## config.mk

```make
export PLATFORM = sky130hd
export DESIGN_NAME = huffman_code_builder_core
export DESIGN_NICKNAME = d
export VERILOG_FILES = /design/src/rtl/hcb_pkg.sv /design/src/rtl/huffman_code_builder_core.sv
export SDC_FILE = /design/constraint.sdc
export NUM_CORES = 2
export LEC_CHECK = 0
export ABC_AREA = 1
export BUFFER_PORTS_ARGS = -buffer_cell sky130_fd_sc_hd__buf_2
export CAP_MARGIN = 30
export CORE_MARGIN = 2
export CORE_UTILIZATION = 50
export DETAILED_ROUTE_END_ITERATION = 10
export PLACE_DENSITY_LB_ADDON = 0.3
export SLEW_MARGIN = 20
export SYNTH_ARGS = -nofsm -noshare
export SYNTH_HDL_FRONTEND = slang
export SYNTH_SLANG_ARGS = --single-unit
```

## constraint.sdc

```tcl
create_clock -name clk -period 8.3 [get_ports clk]
set_input_delay 0 -clock clk [delete_from_list [all_inputs] [get_ports clk]]
set_output_delay 0 -clock clk [all_outputs]
set_load 0.02 [all_outputs]
```

## src/rtl/hcb_pkg.sv

```systemverilog
// ----------------------------------------------------------------------------
// hcb_pkg
// Widths and constants shared by the Huffman code builder and its checker.
// ----------------------------------------------------------------------------
package hcb_pkg;

  localparam int LEAVES_DEF = 32;    // default leaf capacity
  localparam int SYM_W      = 8;     // leaf symbol
  localparam int WGT_W      = 16;    // leaf weight
  localparam int SUM_W      = 21;    // node weight (sum of leaf weights)
  localparam int LEN_W      = 5;     // code length
  localparam int CODE_W     = 31;    // code bits

  // search start value, above any reachable node weight
  localparam logic [SUM_W-1:0] SUM_MAX = '1;

endpackage

```

## src/rtl/huffman_code_builder_core.sv

```systemverilog
// ----------------------------------------------------------------------------
// huffman_code_builder_core
// Loads leaf words, builds a Huffman tree in node memories, emits one code
// word per leaf.
// ----------------------------------------------------------------------------
// Usage:
//   Input channel (in_*): one leaf word per accepted cycle (symbol, weight).
//   Leaves beyond LEAVES are dropped. A word with in_last_leaf set closes the
//   set and starts the build; in_stall stays high until the last code loads.
//   Output channel (out_*): one code word per loaded leaf, in load order,
//   out_last_code set on the final one. The code is right-aligned, root-side
//   bit in the MSB; a single leaf gets length 0.
// Build and emit:
//   Each of the n-1 merges scans the node weight memory once, one node per
//   cycle; the merge that creates node top (n <= top <= 2n-2) reads nodes
//   0 to top-1. Each code then takes one parent memory read per tree level.
// Reset: synchronous, active low; clears the leaf count, the parent-set
//   flags and the output valid. Node memories need no clearing.
// Stall: out_valid/out_* hold while out_stall is high; the builder waits in
//   its emit step until the output register frees up.
// ----------------------------------------------------------------------------
module huffman_code_builder_core #(
  parameter int LEAVES = hcb_pkg::LEAVES_DEF
) (
  input  logic                       clk,
  input  logic                       rst_n,
  // leaf input
  input  logic                       in_valid,
  output logic                       in_stall,
  input  logic [hcb_pkg::SYM_W-1:0]  in_symbol,
  input  logic [hcb_pkg::WGT_W-1:0]  in_weight,
  input  logic                       in_last_leaf,
  // code output
  output logic                       out_valid,
  input  logic                       out_stall,
  output logic [hcb_pkg::SYM_W-1:0]  out_code_symbol,
  output logic [hcb_pkg::LEN_W-1:0]  out_code_length,
  output logic [hcb_pkg::CODE_W-1:0] out_code_bits,
  output logic                       out_last_code
);
  import hcb_pkg::*;

  localparam int NODES  = 2 * LEAVES - 1;
  localparam int NODE_W = $clog2(NODES);
  localparam int LEAF_W = (LEAVES > 1) ? $clog2(LEAVES) : 1;
  localparam int CNT_W  = $clog2(LEAVES + 1);

  localparam logic [2:0] S_LOAD  = 3'd0;
  localparam logic [2:0] S_SCAN  = 3'd1;
  localparam logic [2:0] S_MRG0  = 3'd2;  // sum node, left child link
  localparam logic [2:0] S_MRG1  = 3'd3;  // right child link
  localparam logic [2:0] S_WSTRT = 3'd4;
  localparam logic [2:0] S_WSTEP = 3'd5;
  localparam logic [2:0] S_EMIT  = 3'd6;

  // --------------------------------------------------------------------------
  // control registers
  // --------------------------------------------------------------------------
  logic [2:0]        state_r, state_nxt;
  logic [CNT_W-1:0]  cnt_r, cnt_nxt;        // leaves held
  logic [CNT_W-1:0]  n_r, n_nxt;            // leaves in this build
  logic [NODE_W-1:0] top_r, top_nxt;        // node being created
  logic [NODE_W-1:0] k_r, k_nxt;            // scan read index
  logic              s_vld_r, s_vld_nxt;    // weight read in flight
  logic [NODE_W-1:0] s_idx_r, s_idx_nxt;
  logic [SUM_W-1:0]  best_r, best_nxt;
  logic [SUM_W-1:0]  next_r, next_nxt;
  logic [NODE_W-1:0] bi_r, bi_nxt;
  logic [NODE_W-1:0] ni_r, ni_nxt;
  logic [NODES-1:0]  pset_r, pset_nxt;      // node has a parent
  logic [LEAF_W-1:0] i_r, i_nxt;            // leaf being coded
  logic [NODE_W-1:0] cur_r, cur_nxt;
  logic [LEN_W-1:0]  len_r, len_nxt;
  logic [CODE_W-1:0] bits_r, bits_nxt;
  logic              out_valid_r;

  // output payload
  logic [SYM_W-1:0]  out_sym_r;
  logic [LEN_W-1:0]  out_len_r;
  logic [CODE_W-1:0] out_bits_r;
  logic              out_last_r;

  // --------------------------------------------------------------------------
  // memories
  // --------------------------------------------------------------------------
  logic [SUM_W-1:0]  wmem [NODES];          // node weight
  logic [NODE_W:0]   pmem [NODES];          // {is_right, parent}
  logic [SYM_W-1:0]  smem [LEAVES];         // leaf symbol

  logic              w_we, w_re;
  logic [NODE_W-1:0] w_wa;
  logic [SUM_W-1:0]  w_wd, w_q_r;
  logic              p_we, p_re;
  logic [NODE_W-1:0] p_wa, p_ra;
  logic [NODE_W:0]   p_wd, p_q_r;
  logic              s_we, s_re;
  logic [SYM_W-1:0]  s_q_r;

  always_ff @(posedge clk) begin
    if (w_we) begin
      wmem[w_wa] <= w_wd;
    end
    if (w_re) begin
      w_q_r <= wmem[k_r];
    end
  end

  always_ff @(posedge clk) begin
    if (p_we) begin
      pmem[p_wa] <= p_wd;
    end
    if (p_re) begin
      p_q_r <= pmem[p_ra];
    end
  end

  always_ff @(posedge clk) begin
    if (s_we) begin
      smem[cnt_r[LEAF_W-1:0]] <= in_symbol;
    end
    if (s_re) begin
      s_q_r <= smem[i_r];
    end
  end

  // --------------------------------------------------------------------------
  // next-state logic
  // --------------------------------------------------------------------------
  logic              in_acc;
  logic              room;
  logic [CNT_W-1:0]  n_load;
  logic [CNT_W:0]    two_n;
  logic [NODE_W-1:0] top_last;
  logic [LEAF_W-1:0] i_last;
  logic              out_free;
  logic              load_out;
  logic [NODE_W-1:0] par;
  logic              par_right;

  assign in_acc    = in_valid && !in_stall;
  assign room      = (cnt_r < CNT_W'(LEAVES));
  assign n_load    = room ? (cnt_r + CNT_W'(1)) : cnt_r;
  assign two_n     = {n_r, 1'b0};
  assign top_last  = NODE_W'(two_n - (CNT_W + 1)'(2));
  assign i_last    = LEAF_W'(n_r - CNT_W'(1));
  assign out_free  = !out_valid_r || !out_stall;
  assign par       = p_q_r[NODE_W-1:0];
  assign par_right = p_q_r[NODE_W];

  always_comb begin
    state_nxt = state_r;
    cnt_nxt   = cnt_r;
    n_nxt     = n_r;
    top_nxt   = top_r;
    k_nxt     = k_r;
    s_vld_nxt = 1'b0;
    s_idx_nxt = k_r;
    best_nxt  = best_r;
    next_nxt  = next_r;
    bi_nxt    = bi_r;
    ni_nxt    = ni_r;
    pset_nxt  = pset_r;
    i_nxt     = i_r;
    cur_nxt   = cur_r;
    len_nxt   = len_r;
    bits_nxt  = bits_r;
    load_out  = 1'b0;

    w_we = 1'b0;
    w_re = 1'b0;
    w_wa = top_r;
    w_wd = best_r + next_r;
    p_we = 1'b0;
    p_re = 1'b0;
    p_wa = bi_r;
    p_wd = {1'b0, top_r};
    p_ra = NODE_W'(i_r);
    s_we = 1'b0;
    s_re = 1'b0;

    unique case (state_r)
      S_LOAD: begin
        if (in_acc) begin
          if (room) begin
            w_we    = 1'b1;
            w_wa    = NODE_W'(cnt_r);
            w_wd    = {{(SUM_W - WGT_W){1'b0}}, in_weight};
            s_we    = 1'b1;
            cnt_nxt = n_load;
          end
          if (in_last_leaf) begin
            n_nxt    = n_load;
            top_nxt  = NODE_W'(n_load);
            pset_nxt = '0;
            k_nxt    = '0;
            best_nxt = SUM_MAX;
            next_nxt = SUM_MAX;
            bi_nxt   = '0;
            ni_nxt   = '0;
            i_nxt    = '0;
            // one leaf: nothing to merge
            state_nxt = (n_load == CNT_W'(1)) ? S_WSTRT : S_SCAN;
          end
        end
      end

      S_SCAN: begin
        // fold in the weight read last cycle
        if (s_vld_r && !pset_r[s_idx_r]) begin
          if (w_q_r < best_r) begin
            next_nxt = best_r;
            ni_nxt   = bi_r;
            best_nxt = w_q_r;
            bi_nxt   = s_idx_r;
          end else if (w_q_r < next_r) begin
            next_nxt = w_q_r;
            ni_nxt   = s_idx_r;
          end
        end
        if (k_r < top_r) begin
          w_re      = 1'b1;
          s_vld_nxt = 1'b1;
          s_idx_nxt = k_r;
          k_nxt     = k_r + NODE_W'(1);
        end else begin
          state_nxt = S_MRG0;
        end
      end

      S_MRG0: begin
        w_we         = 1'b1;
        p_we         = 1'b1;
        p_wa         = bi_r;
        p_wd         = {1'b0, top_r};
        pset_nxt[bi_r] = 1'b1;
        state_nxt    = S_MRG1;
      end

      S_MRG1: begin
        p_we         = 1'b1;
        p_wa         = ni_r;
        p_wd         = {1'b1, top_r};
        pset_nxt[ni_r] = 1'b1;
        top_nxt      = top_r + NODE_W'(1);
        k_nxt        = '0;
        best_nxt     = SUM_MAX;
        next_nxt     = SUM_MAX;
        bi_nxt       = '0;
        ni_nxt       = '0;
        state_nxt    = (top_r == top_last) ? S_WSTRT : S_SCAN;
      end

      S_WSTRT: begin
        p_re      = 1'b1;
        p_ra      = NODE_W'(i_r);
        s_re      = 1'b1;
        cur_nxt   = NODE_W'(i_r);
        len_nxt   = '0;
        bits_nxt  = '0;
        state_nxt = S_WSTEP;
      end

      S_WSTEP: begin
        // parent entry of cur_r is on p_q_r
        if (pset_r[cur_r] && (len_r < LEN_W'(CODE_W))) begin
          bits_nxt = bits_r | (CODE_W'(par_right) << len_r);
          len_nxt  = len_r + LEN_W'(1);
          cur_nxt  = par;
          p_re     = 1'b1;
          p_ra     = par;
        end else begin
          state_nxt = S_EMIT;
        end
      end

      S_EMIT: begin
        if (out_free) begin
          load_out = 1'b1;
          if (i_r == i_last) begin
            cnt_nxt   = '0;
            state_nxt = S_LOAD;
          end else begin
            i_nxt     = i_r + LEAF_W'(1);
            state_nxt = S_WSTRT;
          end
        end
      end

      default: begin
        state_nxt = S_LOAD;
      end
    endcase
  end

  // --------------------------------------------------------------------------
  // registers
  // --------------------------------------------------------------------------
  always_ff @(posedge clk) begin
    if (!rst_n) begin
      state_r <= S_LOAD;
      cnt_r   <= '0;
      pset_r  <= '0;
      s_vld_r <= 1'b0;
    end else begin
      state_r <= state_nxt;
      cnt_r   <= cnt_nxt;
      pset_r  <= pset_nxt;
      s_vld_r <= s_vld_nxt;
    end
  end

  always_ff @(posedge clk) begin
    n_r     <= n_nxt;
    top_r   <= top_nxt;
    k_r     <= k_nxt;
    s_idx_r <= s_idx_nxt;
    best_r  <= best_nxt;
    next_r  <= next_nxt;
    bi_r    <= bi_nxt;
    ni_r    <= ni_nxt;
    i_r     <= i_nxt;
    cur_r   <= cur_nxt;
    len_r   <= len_nxt;
    bits_r  <= bits_nxt;
  end

  // output register
  always_ff @(posedge clk) begin
    if (!rst_n) begin
      out_valid_r <= 1'b0;
    end else if (load_out) begin
      out_valid_r <= 1'b1;
    end else if (!out_stall) begin
      out_valid_r <= 1'b0;
    end
  end

  always_ff @(posedge clk) begin
    if (load_out) begin
      out_sym_r  <= s_q_r;
      out_len_r  <= len_r;
      out_bits_r <= bits_r;
      out_last_r <= (i_r == i_last);
    end
  end

  assign in_stall        = (state_r != S_LOAD);
  assign out_valid       = out_valid_r;
  assign out_code_symbol = out_sym_r;
  assign out_code_length = out_len_r;
  assign out_code_bits   = out_bits_r;
  assign out_last_code   = out_last_r;

endmodule

```

# [Word level (Yosys, flattened, before mapping)]
# Memory sizes are Yosys's and may differ from the RTL's. A register that Yosys moved wholly into a read port is not among the register bits.
# Cells that the tools add are included.
[totals] reg_bits=243 n_memories=3 input_bits=29 elab_cells=188 mem_bits_rw=2020 out_inout_bits=47
[op_classes] n_lt_le_gt_ge=11 reduce_logical=28 n_mux=90 addsub=8 bitwise=3 shifts=1 n_eq_ne=23
[memory_table] name="wmem" depth=63 width=21 read_ports=1 rd_clocked_by_memory_dff=1 wr=1 line_no="huffman_code_builder_core.sv:86" source="logic [SUM_W-1:0] wmem [NODES];"
[memory_table] name="pmem" depth=63 width=7 read_ports=1 rd_clocked_by_memory_dff=1 wr=1 line_no="huffman_code_builder_core.sv:87" source="logic [NODE_W:0] pmem [NODES];"
[memory_table] name="smem" depth=32 width=8 read_ports=1 rd_clocked_by_memory_dff=1 wr=1 line_no="huffman_code_builder_core.sv:88" source="logic [SYM_W-1:0] smem [LEAVES];"
[op_table] operator="two-way mux 21 bit" count=10
[op_table] operator="case mux 63 bit (3 select lines)" count=1
[op_table] operator="two-way mux 6 bit" count=22
[op_table] operator="two-way mux 63 bit" count=2
[op_table] operator="bitwise OR 63 bit" count=2
[op_table] operator="case mux 21 bit (3 select lines)" count=2
[op_table] operator="case mux 31 bit (2 select lines)" count=1
[op_table] operator="case mux 6 bit (3 select lines)" count=3
[op_table] operator="< comparator 21 bit" count=2
[op_table] operator="case mux 6 bit (2 select lines)" count=3
[op_table] operator="two-way mux 31 bit" count=1
[op_table] operator="bitwise OR 31 bit" count=1
[op_table] operator="left shift 1 x 5 -> 31 bit" count=1
[op_table] operator="< comparator 6 x 7 -> 1 bit (second input constant)" count=4
[op_table] operator="two-way mux 5 bit" count=5
[op_table] operator="AND reduction 5 bit" count=5
[op_table] operator="two-way mux 3 bit" count=8
[op_table] operator="!= test 2 bit (second input constant)" count=12
[op_table] operator="two-way mux 1 bit" count=22
[op_table] operator="adder 21 bit" count=1
[op_table] operator="case mux 3 bit (7 select lines)" count=1
[op_table] operator="case mux 5 bit (2 select lines)" count=2
[op_table] operator="adder 6 x 1 -> 6 bit (second input constant)" count=3
[op_table] operator="binary-select mux 1 bit (select 6 bit)" count=2
[op_table] operator="other kinds (28)" count=48

# [Logic depth before layout (Yosys ltp)]
[depth] word_depth=7 ltp_mapped=24 mapped_depth_nobuf=21

# [Worst setup path before layout]
# No wires, ideal clock.
[synth_timing] path_kind="register to register" start="register best_r[0]" end="memory wmem[0][12], data pin" stages_incl_launch_ff=10 setup_time_ns=0.694 n_path_buf=0 t_arrival_ns=4.412 slack_ns=3.194 required_ns=7.606 period_less_slack_ns=5.106 cell_sequence="edfxtp_1 > ha_1 > fa_1 > nand3_1 > nand2_1 > a21oi_1 > o21ai_0 > a21boi_0 > xor2_1 > o21ai_0"
[synth_via] elab_chain_cells=4
[synth_rtl] item="start, declared" line_no="huffman_code_builder_core.sv:66" source="logic [SUM_W-1:0] best_r, best_nxt;"
[synth_rtl] item="start signal, assigned" line_no="huffman_code_builder_core.sv:317" source="best_r <= best_nxt;"
[synth_rtl] item="adder 21 bit (*)" line_no="huffman_code_builder_core.sv:172" source="w_wd = best_r + next_r;"
[synth_rtl] item="two-way mux 21 bit" line_no="huffman_code_builder_core.sv:184" source="if (room) begin"
[synth_rtl] item="two-way mux 21 bit" line_no="huffman_code_builder_core.sv:183" source="if (in_acc) begin"
[synth_rtl] item="two-way mux 21 bit (*)" line_no="huffman_code_builder_core.sv:181" source="unique case (state_r)"
[synth_rtl] item="via w_wd[12]" line_no="huffman_code_builder_core.sv:92" source="logic [SUM_W-1:0] w_wd, w_q_r;"
[synth_rtl] item="end, declared" line_no="huffman_code_builder_core.sv:86"
# The timed path passes the listed nets; every way through them passes the cells marked *.

# [Worst setup path in the final report]
[layout_timing] start="register state_r[2]" end="memory wmem[46][4] (enable)"
[layout_via] elab_chain_cells=7 word_cells_on_any_way=11 classes_between="eq/ne: 1; mux: 6; reduce/logical: 4"
[layout_rtl] item="start, declared" line_no="huffman_code_builder_core.sv:59" source="logic [2:0] state_r, state_nxt;"
[layout_rtl] item="start signal, assigned" line_no="huffman_code_builder_core.sv:305" source="state_r <= state_nxt;"
[layout_rtl] item="nonzero test 3 bit" line_no="huffman_code_builder_core.sv:347" source="assign in_stall = (state_r != S_LOAD);"
[layout_rtl] item="zero test 1 bit" line_no="huffman_code_builder_core.sv:140" source="assign in_acc = in_valid && !in_stall;"
[layout_rtl] item="logical AND 1 bit" line_no="huffman_code_builder_core.sv:140"
[layout_rtl] item="two-way mux 1 bit" line_no="huffman_code_builder_core.sv:183"
[layout_rtl] item="case mux 1 bit (2 select lines)" line_no="huffman_code_builder_core.sv:181"
[layout_rtl] item="two-way mux 1 bit" line_no="huffman_code_builder_core.sv:100" source="if (w_we) begin"
[layout_rtl] item="two-way mux 1 bit (not written as such)" line_no="huffman_code_builder_core.sv:101" source="wmem[w_wa] <= w_wd;"
# Parallel ways exist; a longest one is shown, timed or not.

==> flow_metrics.tcl <==
set metrics [dict create \
    p_per_area_nw_per_um2 357 \
    synth_warnings 0 \
    cts_tree "done" \
    endpoint_kind "flip-flop" \
    power.total_mw 37.9 \
    crit_path_cell_trace "nor2_1, inv_1, nor2_1, inv_1, nor2_1, inv_1, nor2_4, buf_4, inv_1, nand2_1, nand4_1, nor2_2, buf_6" \
    synthFlopType "edfxtp_1" \
    synth-seq-cells 2299 \
    core_um2 190000 \
    n_fill_cell 15300 \
    arrival_ns 5.44 \
    holdCritPathClass "input pin to flip-flop" \
    clock_latency_ns 0.87 \
    synth.largest_area_cell "edfxtp_1" \
    design.die.area_um2 194000 \
    slew-limit-headroom 0.329 \
    max_cap_violations 0 \
    yosysTopAreaCellShare 0.699 \
    place_inst 10300 \
    skew_ns 0.0310 \
    p_leak_nw 36.5 \
    std_cell_rows 160 \
    tightest_slew_ns 1.01 \
    drive_gt1_frac 0.0860 \
    die_w_um 441 \
    synthesis.nets 8143 \
    wl_um 261000 \
    min_period_ns 4.90 \
    critPathMaxFanout 36 \
    grt_pass1_vias 61100 \
    avgSynthCellArea_um2 11.9 \
    yosysUniqueCellTypes 54 \
    dp_hpwl_um 151000 \
    worst_path_max_delay_cell "nor2_2" \
    clock.fmax_ghz 0.204 \
    wl_per_cell_um 24.3 \
    dp_worst_setup_slack_ns 3.52 \
    fp.dieH_um 441 \
    vias 64200 \
    cp.required_ns 8.85 \
    yosys-top-cells-area "edfxtp_1 70%, o21ai_0 4.7%, nor2_1 4.1%" \
    hold_viol 0 \
    setup_viol 0 \
    ys_top_cells_by_count "2,219 x edfxtp_1, 1,053 x nor2_1, 911 x nand2_1" \
    syn2layout_area_growth_pct 11.2 \
    synth-edff-count 2219 \
    grt_overflow 0 \
    fin_nets 8148 \
    netlist_instances 8039 \
    criticalPathCategory "flip-flop to flip-flop" \
    cts_inserted_buffers 222 \
    h-tree-depth 4 \
    grt_max_degree 173 \
    antenna_found_initial 4 \
    syn-cell-area_um2 95300 \
    grt_pass1_wl_um 385000 \
    whs_ns 0.0402 \
    synthArstFlopShare 0 \
    initial_utilization 0.502 \
    drt-initial-drc-count 7919 \
    drc 0 \
    numClockSinks 2299 \
    fin_ws_ns 3.40 \
    grt_setup_unrepaired "false" \
    grtUsageTotal 0.264 \
    cts_resized 0 \
    period_share 0.590 \
    ios 76 \
    start_kind "flip-flop" \
    gp_congestion 0.888 \
    peakVddDrop_mv 0.406 \
    via_per_inst 5.98 \
    slew_violations 0 \
    drtAntennaViolNets 0 \
    firstDrtPassIters 7 \
    tns_ns 0 \
    place.port_buffers 75 \
    cts_buffer_depth 3 \
    final_cell_count_no_fill 10700 \
    clk_pin_slew_ns 0.06 \
    ys_seq_area_frac 0.716 \
    cts-root-buf "clkbuf_16" \
    critPathMostFrequentCell "inv_1" \
    status "finished, final reports clean" \
    max_stage_delay_ns 0.83 \
    yosysMostFrequentCell "edfxtp_1" \
]
==> layout make-up <==
type | instances | area [um2] | share of cell area
clock inverter | 129 | 1050 | 0.00995
clock buffer | 281 | 5880 | 0.0555
antenna | 1 | 2.50 | 0.0000236
tap | 2511 | 3140 | 0.0296
inverter | 690 | 2610 | 0.0246
timing repair buffer | 264 | 2100 | 0.0198
multi-input combinational | 4567 | 23000 | 0.217
sequential | 2299 | 68200 | 0.644
==> path summary, 6_finish.rpt <==
check                               start                            to  slack, ns  cells after the start
setup / recovery  state_r[2]$_SDFFE_PN0P_         wmem[46][4]$_DFFE_PP_       3.40                     13
hold / removal              in_weight[13]        wmem[59][13]$_DFFE_PP_       0.04                      4
setup reg to reg  state_r[2]$_SDFFE_PN0P_         wmem[46][4]$_DFFE_PP_       3.40                     13
hold reg to reg        s_q_r[5]$_DFFE_PP_  out_code_symbol[5]$_DFFE_PP_       0.40                      0
==> power by group <==
group | leakage [nW] | internal [mW] | switching, mW
clock network | 3.39 | 5.41 | 4.32
registers | 20.5 | 15.2 | 0.333
logic | 12.6 | 2.87 | 9.79
==> routing by layer <==
layer	track usage	wire, um	vias up
li1	-	-	28800
met3	0.0364	20300	603
met5	0	25	-
met1	0.349	102000	31700
met4	0.134	13800	4
met2	0.430	125000	3114
==> critical path, delay by kind of cell (launching register included) <==
family | cells | cell delay (ns)
AND/OR/NAND/NOR | 7 | 2.61
flip-flops | 1 | 0.40
buffers and inverters | 6 | 1.50
==> flip-flops by register name, summed over array words and instances (netlist names), 7 cells and up <==
register         count
best_r              21
bits_r              31
next_r              21
out_code_bits       31
out_code_symbol      8
p_q_r                7
pmem               441
pset_r              63
s_q_r                8
smem               256
w_q_r               21
wmem              1323
==> cells in the final DEF, fill, tap and decap left out, types with 58 or more instances in the layout <==
| master | synthesis | final |
|---|---|---|
| dfxtp_1 | 80 | 80 |
| nand2_1 | 911 | 905 |
| buf_4 | 13 | 155 |
| buf_2 | 68 | 76 |
| clkinv_1 | 11 | 68 |
| nor2_2 | 3 | 58 |
| edfxtp_1 | 2219 | 2219 |
| o221ai_1 | 124 | 124 |
| inv_1 | 668 | 658 |
| nor2_1 | 1053 | 987 |
| ha_1 | 74 | 74 |
| nand3_1 | 686 | 685 |
| o21ai_0 | 902 | 897 |
| a21oi_1 | 214 | 209 |
| o22ai_1 | 251 | 251 |
| clkbuf_16 | 0 | 226 |
| o211ai_1 | 80 | 80 |
==> logic make-up (layout without fill, tap and decap cells) <==
logic type / after synthesis / after routing / share of synthesized area
and+or+nand+nor: 2765 / 2765 / 0.121
xor gates and xnor gates: 25 / 25 / 0.00230
other: 0 / 1 / 0
buffers and inverters: 1173 / 1364 / 0.0478
DFF: 2299 / 2299 / 0.716
AOI/OAI and AO/OA: 1695 / 1695 / 0.102
muxes: 7 / 7 / 0.000735
adders and majority gates: 75 / 75 / 0.00993
==> repair_timing <==
action	in CTS	in global routing
endpoints found under the setup margin	0	0
buffers inserted	0	0
endpoints found under the hold margin	276	0
hold buffers	14	0
==> through the flow <==
step,cell area [um2],utilization
finish,106000,0.558
global route,106000,0.558
CTS,106000,0.558
detailed placement,98900,0.521
global placement,98600,0.520
floorplan,95300,-
Note: power is estimated with default switching activity, not from simulation.
